--- src/rtl/ufp_pkg.sv ---
`default_nettype none

package ufp_pkg;

  localparam logic [7:0] SYNC_FIRST  = 8'hB5;
  localparam logic [7:0] SYNC_SECOND = 8'h62;
  localparam logic [7:0] CLASS_RXM   = 8'h02;
  localparam logic [7:0] ID_RAWX     = 8'h15;
  localparam logic [7:0] ID_SFRBX    = 8'h13;

  localparam int unsigned TOTAL_WIDTH = 32;

  typedef enum logic [2:0] {
    PH_HUNT  = 3'd0,
    PH_SYNC2 = 3'd1,
    PH_HEAD  = 3'd2,
    PH_PAY   = 3'd3,
    PH_CKA   = 3'd4,
    PH_CKB   = 3'd5
  } phase_e;

endpackage

`default_nettype wire

--- src/rtl/ubx_frame_parser_counter.sv ---
// UBX frame parser: takes one received byte per beat and tracks sync, header, payload
// and the two 8-bit Fletcher checksum bytes, without storing the payload. Each accepted
// byte gives exactly one result beat in the next cycle, from a result register; a byte
// can be accepted every cycle, and the input stalls only while a result is held by a
// stall on the output. Results show the parser state after the byte: frame_end_o and
// frame_valid_o on the second checksum byte, the class, id and length of the current or
// last frame, and saturating counts of valid RXM-RAWX, valid RXM-SFRBX and bad frames.
// Counters are COUNT_WIDTH bits wide; the 32-bit totals clip at all ones when wider.
`default_nettype none

module ubx_frame_parser_counter #(
  parameter int unsigned COUNT_WIDTH = 32
) (
  input  wire logic        clk_i,
  input  wire logic        rst_ni,
  input  wire logic        valid_i,
  output logic             stall_o,
  input  wire logic [7:0]  rx_byte_i,
  output logic             valid_o,
  input  wire logic        stall_i,
  output logic             frame_end_o,
  output logic             frame_valid_o,
  output logic [7:0]       message_class_o,
  output logic [7:0]       message_id_o,
  output logic [15:0]      payload_length_o,
  output logic             is_raw_measurement_o,
  output logic             is_nav_subframe_o,
  output logic             hunting_o,
  output logic [31:0]      raw_total_o,
  output logic [31:0]      subframe_total_o,
  output logic [31:0]      bad_total_o
);

  localparam int unsigned TW = ufp_pkg::TOTAL_WIDTH;

  ufp_pkg::phase_e phase_q, phase_d;
  logic [1:0]  hdr_idx_q, hdr_idx_d;
  logic [7:0]  class_q, class_d;
  logic [7:0]  id_q, id_d;
  logic [15:0] len_q, len_d;
  logic [15:0] seen_q, seen_d;
  logic [7:0]  sum_a_q, sum_a_d;
  logic [7:0]  sum_b_q, sum_b_d;
  logic [7:0]  rx_a_q, rx_a_d;
  logic [COUNT_WIDTH-1:0] raw_cnt_q, raw_cnt_d;
  logic [COUNT_WIDTH-1:0] sub_cnt_q, sub_cnt_d;
  logic [COUNT_WIDTH-1:0] bad_cnt_q, bad_cnt_d;

  logic end_d, good_d, raw_d, nav_d;
  logic [TW-1:0] raw_tot_d, sub_tot_d, bad_tot_d;
  logic [7:0] add_a;
  logic accept;

  logic        valid_q;
  logic        end_q, good_q, raw_q, nav_q, hunt_q;
  logic [7:0]  oclass_q, oid_q;
  logic [15:0] olen_q;
  logic [TW-1:0] raw_tot_q, sub_tot_q, bad_tot_q;

  assign stall_o = valid_q & stall_i;
  assign accept  = valid_i & ~stall_o;
  assign add_a   = sum_a_q + rx_byte_i;

  always_comb begin
    phase_d   = phase_q;
    hdr_idx_d = hdr_idx_q;
    class_d   = class_q;
    id_d      = id_q;
    len_d     = len_q;
    seen_d    = seen_q;
    sum_a_d   = sum_a_q;
    sum_b_d   = sum_b_q;
    rx_a_d    = rx_a_q;
    raw_cnt_d = raw_cnt_q;
    sub_cnt_d = sub_cnt_q;
    bad_cnt_d = bad_cnt_q;
    end_d     = 1'b0;
    good_d    = 1'b0;
    raw_d     = 1'b0;
    nav_d     = 1'b0;
    case (phase_q)
      ufp_pkg::PH_SYNC2: begin
        phase_d   = (rx_byte_i == ufp_pkg::SYNC_SECOND) ? ufp_pkg::PH_HEAD : ufp_pkg::PH_HUNT;
        hdr_idx_d = 2'd0;
        seen_d    = 16'd0;
        sum_a_d   = 8'd0;
        sum_b_d   = 8'd0;
      end
      ufp_pkg::PH_HEAD: begin
        sum_a_d = add_a;
        sum_b_d = sum_b_q + add_a;
        case (hdr_idx_q)
          2'd0:    class_d = rx_byte_i;
          2'd1:    id_d    = rx_byte_i;
          2'd2:    len_d   = {8'd0, rx_byte_i};
          default: len_d   = {rx_byte_i, len_q[7:0]};
        endcase
        hdr_idx_d = hdr_idx_q + 2'd1;
        if (hdr_idx_q == 2'd3) begin
          phase_d = ({rx_byte_i, len_q[7:0]} == 16'd0) ? ufp_pkg::PH_CKA : ufp_pkg::PH_PAY;
        end
      end
      ufp_pkg::PH_PAY: begin
        sum_a_d = add_a;
        sum_b_d = sum_b_q + add_a;
        seen_d  = seen_q + 16'd1;
        if (seen_d == len_q) begin
          phase_d = ufp_pkg::PH_CKA;
        end
      end
      ufp_pkg::PH_CKA: begin
        rx_a_d  = rx_byte_i;
        phase_d = ufp_pkg::PH_CKB;
      end
      ufp_pkg::PH_CKB: begin
        end_d   = 1'b1;
        good_d  = (rx_a_q == sum_a_q) && (rx_byte_i == sum_b_q);
        phase_d = ufp_pkg::PH_HUNT;
        if (good_d) begin
          if (class_q == ufp_pkg::CLASS_RXM && id_q == ufp_pkg::ID_RAWX) begin
            raw_d     = 1'b1;
            raw_cnt_d = (&raw_cnt_q) ? raw_cnt_q : raw_cnt_q + 1'b1;
          end else if (class_q == ufp_pkg::CLASS_RXM && id_q == ufp_pkg::ID_SFRBX) begin
            nav_d     = 1'b1;
            sub_cnt_d = (&sub_cnt_q) ? sub_cnt_q : sub_cnt_q + 1'b1;
          end
        end else begin
          bad_cnt_d = (&bad_cnt_q) ? bad_cnt_q : bad_cnt_q + 1'b1;
        end
      end
      default: begin
        phase_d = (rx_byte_i == ufp_pkg::SYNC_FIRST) ? ufp_pkg::PH_SYNC2 : ufp_pkg::PH_HUNT;
      end
    endcase
  end

  // clip wide counters to the 32-bit totals
  if (COUNT_WIDTH > TW) begin : g_clip
    assign raw_tot_d = (|raw_cnt_d[COUNT_WIDTH-1:TW]) ? '1 : raw_cnt_d[TW-1:0];
    assign sub_tot_d = (|sub_cnt_d[COUNT_WIDTH-1:TW]) ? '1 : sub_cnt_d[TW-1:0];
    assign bad_tot_d = (|bad_cnt_d[COUNT_WIDTH-1:TW]) ? '1 : bad_cnt_d[TW-1:0];
  end else begin : g_ext
    assign raw_tot_d = TW'(raw_cnt_d);
    assign sub_tot_d = TW'(sub_cnt_d);
    assign bad_tot_d = TW'(bad_cnt_d);
  end

  always_ff @(posedge clk_i or negedge rst_ni) begin
    if (!rst_ni) begin
      phase_q   <= ufp_pkg::PH_HUNT;
      hdr_idx_q <= 2'd0;
      class_q   <= 8'd0;
      id_q      <= 8'd0;
      len_q     <= 16'd0;
      seen_q    <= 16'd0;
      sum_a_q   <= 8'd0;
      sum_b_q   <= 8'd0;
      rx_a_q    <= 8'd0;
      raw_cnt_q <= '0;
      sub_cnt_q <= '0;
      bad_cnt_q <= '0;
    end else if (accept) begin
      phase_q   <= phase_d;
      hdr_idx_q <= hdr_idx_d;
      class_q   <= class_d;
      id_q      <= id_d;
      len_q     <= len_d;
      seen_q    <= seen_d;
      sum_a_q   <= sum_a_d;
      sum_b_q   <= sum_b_d;
      rx_a_q    <= rx_a_d;
      raw_cnt_q <= raw_cnt_d;
      sub_cnt_q <= sub_cnt_d;
      bad_cnt_q <= bad_cnt_d;
    end
  end

  always_ff @(posedge clk_i or negedge rst_ni) begin
    if (!rst_ni) begin
      valid_q <= 1'b0;
    end else if (accept) begin
      valid_q <= 1'b1;
    end else if (!stall_i) begin
      valid_q <= 1'b0;
    end
  end

  // result register
  always_ff @(posedge clk_i) begin
    if (accept) begin
      end_q     <= end_d;
      good_q    <= good_d;
      raw_q     <= raw_d;
      nav_q     <= nav_d;
      hunt_q    <= (phase_d == ufp_pkg::PH_HUNT);
      oclass_q  <= class_d;
      oid_q     <= id_d;
      olen_q    <= len_d;
      raw_tot_q <= raw_tot_d;
      sub_tot_q <= sub_tot_d;
      bad_tot_q <= bad_tot_d;
    end
  end

  assign valid_o              = valid_q;
  assign frame_end_o          = end_q;
  assign frame_valid_o        = good_q;
  assign message_class_o      = oclass_q;
  assign message_id_o         = oid_q;
  assign payload_length_o     = olen_q;
  assign is_raw_measurement_o = raw_q;
  assign is_nav_subframe_o    = nav_q;
  assign hunting_o            = hunt_q;
  assign raw_total_o          = raw_tot_q;
  assign subframe_total_o     = sub_tot_q;
  assign bad_total_o          = bad_tot_q;

endmodule

`default_nettype wire

--- config.mk ---
export PLATFORM = sky130hd
export DESIGN_NAME = ubx_frame_parser_counter
export DESIGN_NICKNAME = d
export VERILOG_FILES = /design/src/rtl/ufp_pkg.sv /design/src/rtl/ubx_frame_parser_counter.sv
export SDC_FILE = /design/constraint.sdc
export NUM_CORES = 1
export LEC_CHECK = 0
export ABC_AREA = 1
export CAP_MARGIN = 20
export CORE_ASPECT_RATIO = 1.4
export CORE_MARGIN = 2
export CORE_UTILIZATION = 40
export CTS_BUF_LIST = sky130_fd_sc_hd__clkbuf_4
export CTS_CLUSTER_DIAMETER = 40
export CTS_CLUSTER_SIZE = 40
export DETAILED_ROUTE_END_ITERATION = 10
export DONT_BUFFER_PORTS = 1
export GPL_ROUTABILITY_DRIVEN = 0
export PLACE_DENSITY = 0.57
export SLEW_MARGIN = 15
export SYNTH_ARGS = -nofsm -noshare
export SYNTH_HDL_FRONTEND = slang
export SYNTH_SLANG_ARGS = --single-unit
--- constraint.sdc ---
create_clock -name clk_i -period 5 [get_ports clk_i]
set_clock_uncertainty 0.1 [all_clocks]
set_input_delay 0.5 -clock clk_i [delete_from_list [all_inputs] [get_ports clk_i]]
set_output_delay 0.5 -clock clk_i [all_outputs]
set_load 0.03 [all_outputs]
==> flow_metrics.env, run 1 <==
export IMPL_die_area_sq_um=45270
export IMPL_syn_instance_count=2267
export IMPL_power_sequential_fraction=0.503
export IMPL_synth_enable_flop_cells=133
export IMPL_place_ws_ns=1.911
export IMPL_hpwlAfterDp_mm=33.01
export IMPL_fill_cells=4405
export IMPL_proportion_of_synthesized_area_in_mux_cells=0
export IMPL_clock_fmax_mhz=313.5
export IMPL_min_delay_path_class="input port to flop"
export IMPL_syn_cell_area_sq_um=17430
export IMPL_number_of_levels_in_the_clock_h_tree=2
export IMPL_swShare=0.4224
export IMPL_max_clock_path_buffers=3
export IMPL_p_int_w=0.004743
export IMPL_io_pins=147
export IMPL_yosysTopAreaCell="sky130_fd_sc_hd__dfrtp_1"
export IMPL_design_core_area_sq_um=43020
export IMPL_clk_pin_slew_worst_paths_ns=0.15
export IMPL_synth_xor_xnor_area_share=0.02614
export IMPL_drtIter0Drc=1012
export IMPL_post_cts_setup_buffers=0
export IMPL_max_cap_violations=0
export IMPL_yosys_cell_types_count=48
export IMPL_timing_critical_path_from_type="flop"
export IMPL_pwr_share_clk=0.203
export IMPL_postSynthRegisterBits=307
export IMPL_dr_total_vias=14750
export IMPL_area_of_all_placed_cells_without_fillers_sq_um=18670
export IMPL_p_leak_nw=8.295
export IMPL_crit_type="flop to flop"
export IMPL_cts_resized=0
export IMPL_fp_row_count=90
export IMPL_count_of_input_and_output_buffers=0
export IMPL_yosys_top_cells_area="sky130_fd_sc_hd__dfrtp_1 25%, sky130_fd_sc_hd__edfxtp_1 23%, sky130_fd_sc_hd__nand2_1 19%, sky130_fd_sc_hd__inv_1 4.9%, sky130_fd_sc_hd__nand3_1 4.4%"
export IMPL_crit_path_max_fanout=163
export IMPL_synth_compound_area_frac=0.06692
export IMPL_most_used_flip_flop_cell_after_synthesis="sky130_fd_sc_hd__dfrtp_1"
export IMPL_most_common_cell_after_layout_fill_and_taps_aside="sky130_fd_sc_hd__nand2_1"
export IMPL_placedInstanceArea_sq_um=17880
export IMPL_pwr_share_comb=0.294
export IMPL_report_final_hold_viol_count=0
export IMPL_async_flop_share=0.5668
export IMPL_layout_common_cells="885 x sky130_fd_sc_hd__nand2_1, 225 x sky130_fd_sc_hd__inv_1, 174 x sky130_fd_sc_hd__dfrtp_1, 153 x sky130_fd_sc_hd__nand3_1, 135 x sky130_fd_sc_hd__o21ai_0"
export IMPL_final_total_negative_setup_slack_ns=0
export IMPL_initial_antenna_violation_count=1
export IMPL_cts_sinks=307
export IMPL_ff_latch_area_sq_um=8348
export IMPL_finalNetCount=2296
export IMPL_die_width_microns=180.4
export IMPL_ys_warnings_count=0
export IMPL_postRouteWirelength_mm=47.68
export IMPL_post_synth_cell_area_avg_sq_um=7.687
export IMPL_report_power_total_w=0.008212
export IMPL_dominant_combinational_cell_family_by_area_after_synthesis="simple AND/OR/NAND/NOR gates"
export IMPL_peakVddDrop_uv=248.7
export IMPL_number_of_buffers_inserted_during_clock_tree_synthesis=39
export IMPL_grt_first_pass_wirelength_mm=76.69
export IMPL_tritoncts_clock_tree="yes"
export IMPL_synth_top_cell_area_share=0.2499
export IMPL_synthSimpleGateAreaFrac=0.3386
export IMPL_die_height_microns=251.0
export IMPL_via_per_inst=5.186
export IMPL_final_critical_period_ns=3.190
export IMPL_worst_endpoint_required_ns=5.25
export IMPL_drt_pass1_iterations=5
export IMPL_final_layout_size_suffix_gt1_frac=0.06419
export IMPL_yosysSeqAreaShare=0.4791
export IMPL_final_routed_drc_violation_total=0
export IMPL_cp_end_kind="flop"
export IMPL_final_antenna_net_count=0
export IMPL_rsz0062_at_grt="false"
export IMPL_root_buffer="sky130_fd_sc_hd__clkbuf_4"
export IMPL_arrival_ns=3.44
export IMPL_max_slew_worst_pin_slew_ns=1.077
export IMPL_synth_fa_ha_area_frac=0.01881
export IMPL_timing_max_transition_violations_final=0
export IMPL_first_global_vias=14510
export IMPL_slew_limit_headroom=0.2817
export IMPL_p_sw_w=0.003469
export IMPL_post_drt_wl_per_cell_microns=16.77
export IMPL_pwr_density_cell_nw_per_um2=439.9
export IMPL_run_status="completed"
export IMPL_postLayoutCoreUtil=0.4340
export IMPL_multi_input_comb_area_sq_um=7863
export IMPL_grt_start_max_net_pins=175
export IMPL_timing_final_ws_setup_ns=1.810
export IMPL_final_period_utilization=0.6379
export IMPL_syn2layout_area_growth_pct=7.130
export IMPL_grt_ovfl_total=0
export IMPL_track_usage=0.2092
export IMPL_synth_nets=2304
export IMPL_timing_final_setup_violations=0
export IMPL_initial_cell_density_of_the_core=0.4051
export IMPL_insertion_delay_ns=0.76
[registers in the layout, summed over array words and instances, names as in the netlist, 8 cells and up]
name	cells
sum_b_q	8
sub_cnt_q	32
raw_cnt_q	32
bad_cnt_q	32
id_q	8
rx_a_q	8
message_id_o	8
bad_total_o	32
raw_total_o	32
payload_length_o	16
seen_q	16
class_q	8
message_class_o	8
len_q	16
subframe_total_o	32
sum_a_q	8
[cell families after synthesis]
logic type / Yosys count
xor gates and xnor gates: 48
AOI/OAI and AO/OA: 218
DFF: 307
adders and majority gates: 25
buffers and inverters: 307
and+or+nand+nor: 1362
[timing repair]
item,4_1_cts,5_1_grt
hold buffers,14,0
endpoints found under the setup margin,0,0
hold endpoints to repair,191,0
[layout make-up]
cell class / instances / area share
Timing Repair Buffer: 23 / 0.01381
Clock buffer: 42 / 0.01689
Inverter: 235 / 0.04725
Antenna cell: 1 / 0.0001340
Multi-Input combinational cell: 1653 / 0.4212
Clock inverter: 30 / 0.01655
Sequential cell: 307 / 0.4472
Tap cell: 552 / 0.03700
[worst paths after layout]
| kind | startpoint | endpoint | slack (ns) | cells past startpoint |
|---|---|---|---|---|
| min in group asynchronous | rst_ni | sum_b_q[4] | 0.24 | 2 |
| worst min-delay path | rx_byte_i[5] | phase_q[0] | 0.10 | 6 |
| worst max-delay path | valid_o | raw_total_o[21] | 1.81 | 5 |
| worst max register to register | valid_o | raw_total_o[21] | 1.81 | 5 |
| worst min register to register | bad_cnt_q[14] | bad_cnt_q[14] | 0.43 | 2 |
| max in group asynchronous | rst_ni | bad_cnt_q[23] | 3.60 | 2 |
[layer usage]
layer / routed length, microns / up-vias / share of wire / track usage
li1: - / 7368 / - / -
met1: 20180 / 6901 / 0.42 / 0.2559
met2: 23380 / 368 / 0.49 / 0.3629
met3: 2263 / 108 / 0.047 / 0.03766
met4: 1854 / 0 / 0.039 / 0.08733
met5: 0 / - / 0 / 0
[per-stage QoR]
stage	cells	hold WS (ns)
2_1_floorplan	2267	0.1044
3_3_place_gp	2755	0.1127
3_5_place_dp	2756	0.1132
4_1_cts	2842	0.009912
5_1_grt	2843	0.1379
6_report	2843	0.1002
[cells in the mapped netlist, types with 5 or more instances]
cell / instances
sky130_fd_sc_hd__o21ai_1: 22
sky130_fd_sc_hd__nor4_1: 9
sky130_fd_sc_hd__nor3_1: 43
sky130_fd_sc_hd__nand2_1: 885
sky130_fd_sc_hd__inv_2: 9
sky130_fd_sc_hd__buf_2: 23
sky130_fd_sc_hd__o22ai_1: 19
sky130_fd_sc_hd__o21ai_0: 135
sky130_fd_sc_hd__o21bai_1: 5
sky130_fd_sc_hd__nor2_1: 133
sky130_fd_sc_hd__dfrtp_1: 174
sky130_fd_sc_hd__ha_1: 23
sky130_fd_sc_hd__o21ai_2: 5
sky130_fd_sc_hd__a21oi_1: 24
sky130_fd_sc_hd__nand4_1: 57
sky130_fd_sc_hd__and2_1: 16
sky130_fd_sc_hd__inv_1: 226
sky130_fd_sc_hd__nor2_4: 7
sky130_fd_sc_hd__buf_1: 10
sky130_fd_sc_hd__nand2_2: 8
sky130_fd_sc_hd__clkbuf_1: 30
sky130_fd_sc_hd__xnor2_1: 7
sky130_fd_sc_hd__edfxtp_1: 133
sky130_fd_sc_hd__nand3b_1: 12
sky130_fd_sc_hd__xor2_1: 38
sky130_fd_sc_hd__nand3_1: 153
sky130_fd_sc_hd__nor2_2: 12
[power groups by stage]
| stage | Clock [W] | Sequential (W) | Combinational, W |
|---|---|---|---|
| global route | 0.00182 | 0.00422 | 0.00280 |
| CTS | 0.00173 | 0.00413 | 0.00243 |
| detailed placement | 0 | 0.00418 | 0.00236 |
| global placement | 0 | 0.00417 | 0.00231 |
| floorplan | 0 | 0.00397 | 0.00188 |
| finish | 0.00166 | 0.00413 | 0.00241 |
[worst max-delay path: stages, from the launching register on]
cell	delay [ns]
sky130_fd_sc_hd__dfrtp_1	0.52
sky130_fd_sc_hd__nand2_1	0.14
sky130_fd_sc_hd__inv_1	0.18
sky130_fd_sc_hd__nor2_4	0.25
sky130_fd_sc_hd__buf_12	0.59
sky130_fd_sc_hd__buf_4	0.88
Power figures use the tool's default switching activity.
==> inputs of run 2 (changes only) <==
- ABC_AREA: 1 -> 0
- clock period: 5 -> 3.2 ns (I/O delays scaled with it)
==> flow_metrics.env, run 2 <==
export IMPL_final_routed_drc_violation_total=0
export IMPL_ys_warnings_count=0
export IMPL_arrival_ns=3.63
export IMPL_syn2layout_area_growth_pct=9.222
export IMPL_dr_total_vias=10510
export IMPL_violations="hold timing"
export IMPL_synth_nets=1453
export IMPL_reg2reg_setup_slack_ns=0.15
export IMPL_placedInstanceArea_sq_um=16030
export IMPL_timing_critical_path_from_type="input port"
export IMPL_yosysMostFrequentCell="sky130_fd_sc_hd__nand2_1"
export IMPL_critical_path_cell_chain="dlygate4sd3_1 -> ha_2 -> inv_1 -> fa_1 -> nor2b_1 -> o21ai_0 -> a21oi_1 -> o21a_1 -> nor2_1 -> xnor2_2 -> ha_2 -> or3_1 -> o211ai_1 -> xnor2_1 -> buf_4 -> o211ai_1"
export IMPL_yosysSeqAreaShare=0.5421
export IMPL_proportion_of_synthesized_area_in_mux_cells=0.02836
export IMPL_clock_fmax_mhz=319.2
export IMPL_peak_per_stage_delay_on_the_critical_path_ns=0.84
export IMPL_postRouteWirelength_mm=37.41
export IMPL_crit_path_max_fanout=7
export IMPL_final_antenna_net_count=0
export IMPL_run_status="finished, violations left"
export IMPL_grt_first_pass_wirelength_mm=59.48
export IMPL_die_area_sq_um=40110
export IMPL_count_of_input_and_output_buffers=0
export IMPL_synth_top_cell_area_share=0.2827
export IMPL_area_of_all_placed_cells_without_fillers_sq_um=16820
export IMPL_yosys_top_cells_area="sky130_fd_sc_hd__dfrtp_1 28%, sky130_fd_sc_hd__edfxtp_1 26%, sky130_fd_sc_hd__xnor2_1 6.7%, sky130_fd_sc_hd__xor2_1 6.7%, sky130_fd_sc_hd__nand2_1 5.0%"
export IMPL_pwr_density_cell_nw_per_um2=653.4
export IMPL_syn_instance_count=1416
export IMPL_dominant_combinational_cell_family_by_area_after_synthesis="simple AND/OR/NAND/NOR gates"
export IMPL_initial_cell_density_of_the_core=0.4033
export IMPL_synth_fa_ha_area_frac=0.02129
export IMPL_post_synth_cell_area_avg_sq_um=10.88
export IMPL_design_core_area_sq_um=38180
export IMPL_io_pins=147
export IMPL_finalHoldWorstSlack_ns=-0.8504
export IMPL_hpwlAfterDp_mm=25.27
export IMPL_most_used_flip_flop_cell_after_synthesis="sky130_fd_sc_hd__dfrtp_1"
export IMPL_synthSimpleGateAreaFrac=0.1935
export IMPL_post_drt_wl_per_cell_microns=19.19
export IMPL_max_clock_path_buffers=3
export IMPL_syn_cell_area_sq_um=15400
export IMPL_min_delay_path_class="input port to asynchronous set/reset pin"
export IMPL_reg2reg_from="id_q[3]"
export IMPL_root_buffer="sky130_fd_sc_hd__clkbuf_4"
export IMPL_timing_max_transition_violations_final=0
export IMPL_yosysTopAreaCell="sky130_fd_sc_hd__dfrtp_1"
export IMPL_grt_start_max_net_pins=175
export IMPL_drtIter0Drc=698
export IMPL_initial_antenna_violation_count=2
export IMPL_cp_end_kind="flop"
export IMPL_critical_path_reg2reg_endpoint="subframe_total_o[23]"
export IMPL_insertion_delay_ns=0.74
export IMPL_tritoncts_clock_tree="yes"
export IMPL_synth_enable_flop_cells=133
export IMPL_netlist_top_cells_count="204 x sky130_fd_sc_hd__nand2_1, 174 x sky130_fd_sc_hd__dfrtp_1, 133 x sky130_fd_sc_hd__edfxtp_1, 118 x sky130_fd_sc_hd__xnor2_1, 117 x sky130_fd_sc_hd__xor2_1"
export IMPL_track_usage=0.1895
export IMPL_p_leak_nw=7.116
export IMPL_finalNetCount=1478
export IMPL_die_height_microns=236.2
export IMPL_max_slew_worst_pin_slew_ns=0.6707
export IMPL_cts_sinks=307
export IMPL_postSynthRegisterBits=307
export IMPL_async_flop_share=0.5668
export IMPL_max_cap_violations=0
export IMPL_timing_final_setup_violations=0
export IMPL_rsz0062_at_grt="true"
export IMPL_final_critical_period_ns=3.133
export IMPL_number_of_levels_in_the_clock_h_tree=2
export IMPL_final_layout_size_suffix_gt1_frac=0.1279
export IMPL_cts_hold_repair_buffers=10
export IMPL_report_final_hold_viol_count=174
export IMPL_die_width_microns=169.8
export IMPL_worst_r2r_path_depth=7
export IMPL_yosys_cell_types_count=70
export IMPL_slew_limit_headroom=0.5512
export IMPL_crit_type="input port to flop"
export IMPL_grt_ovfl_total=0
export IMPL_most_common_cell_after_layout_fill_and_taps_aside="sky130_fd_sc_hd__nand2_1"
export IMPL_final_period_utilization=0.9791
export IMPL_via_per_inst=5.390
export IMPL_drt_pass1_iterations=5
export IMPL_worst_endpoint_required_ns=3.70
export IMPL_synth_compound_area_frac=0.05159
export IMPL_peakVddDrop_uv=420.2
export IMPL_clk_pin_slew_worst_paths_ns=0.15
export IMPL_fp_row_count=85
export IMPL_first_global_vias=10560
export IMPL_layout_common_cells="202 x sky130_fd_sc_hd__nand2_1, 174 x sky130_fd_sc_hd__dfrtp_1, 133 x sky130_fd_sc_hd__edfxtp_1, 117 x sky130_fd_sc_hd__xnor2_1, 117 x sky130_fd_sc_hd__xor2_1"
export IMPL_critPathSlowestCell="sky130_fd_sc_hd__dlygate4sd3_1"
export IMPL_report_power_total_w=0.01099
export IMPL_synth_xor_xnor_area_share=0.1337
export IMPL_number_of_buffers_inserted_during_clock_tree_synthesis=38
[run 2: cell count changes in the layout (fill, tap and decap cells not counted), moves of 79 or more]
| cell | delta |
|---|---|
| sky130_fd_sc_hd__inv_1 | -198 |
| sky130_fd_sc_hd__nand2_1 | -683 |
| sky130_fd_sc_hd__nand3_1 | -82 |
| sky130_fd_sc_hd__o21ai_0 | -94 |
| sky130_fd_sc_hd__xnor2_1 | +110 |
| sky130_fd_sc_hd__xor2_1 | +79 |
[run 2: per-layer routing]
metal  global-route usage  share of wire
met2               0.3227           0.50
met3              0.04178          0.048
met4              0.09687          0.051
met5                    0              0
met1               0.2237           0.40
[run 2: what timing repair did]
| item | CTS | global route |
|---|---|---|
| endpoints found under the hold margin | 258 | 174 |
| gates resized for setup | 0 | 7 |
| setup endpoints to repair | 0 | 8 |
| setup buffers | 0 | 2 |
[run 2: how the worst max path moves through the flow]
stage | startpoint | endpoint | slack (ns) | cells after the start
floorplan | valid_o | bad_total_o[0] | 0.11 | 6
global placement | id_q[3] | subframe_total_o[20] | 0.12 | 7
detailed placement | id_q[3] | subframe_total_o[20] | 0.14 | 7
CTS | id_q[3] | subframe_total_o[23] | 0.10 | 7
global route | sum_a_q[0] | sum_b_q[7] | -0.05 | 15
finish | rx_byte_i[0] | sum_b_q[7] | 0.07 | 16
[run 2: power by group]
group	switching [W]	internal, W
registers	0.000798	0.00470
clock network	0.00170	0.000939
logic	0.00154	0.00131
total	0.00404	0.00695
[run 2: critical path: cells and delay by family]
kind	cells	cell delay, ns
buffers and inverters	3	1.03
AO/OA/AOI/OAI	5	0.62
adder cells (fa/ha/maj)	3	0.86
AND/OR/NAND/NOR	3	0.47
XOR/XNOR	2	0.32
[run 2: per-stage QoR]
step	util	setup WS, ns	hold slack, ns	setup TNS [ns]	cells
2_1_floorplan	-	0.1111	-0.07559	0	1416
5_1_grt	0.4405	-0.04743	-0.9233	-0.04743	1949
3_3_place_gp	0.4199	0.1179	-0.06875	0	1867
6_report	0.4405	0.06675	-0.8504	0	1949
3_5_place_dp	0.4199	0.1427	-0.06900	0	1867
4_1_cts	0.4395	0.1012	-0.9185	0	1946
[run 2: cell type report]
cell class,instances,area [sq um]
inverter,29,121.4
timing repair buffer,57,478.0
antenna,1,2.502
clock inverter,30,356.6
fill,3581,21360
multi-input combinational,1008,6623
tap,478,598.1
clock buffer,39,292.8
sequential,307,8348
[run 2: cell families after synthesis]
family | count (synthesis)
AOI/OAI and AO/OA | 123
buffers and inverters | 101
and+or+nand+nor | 586
muxes | 39
xor gates and xnor gates | 235
adders and majority gates | 25
DFF | 307
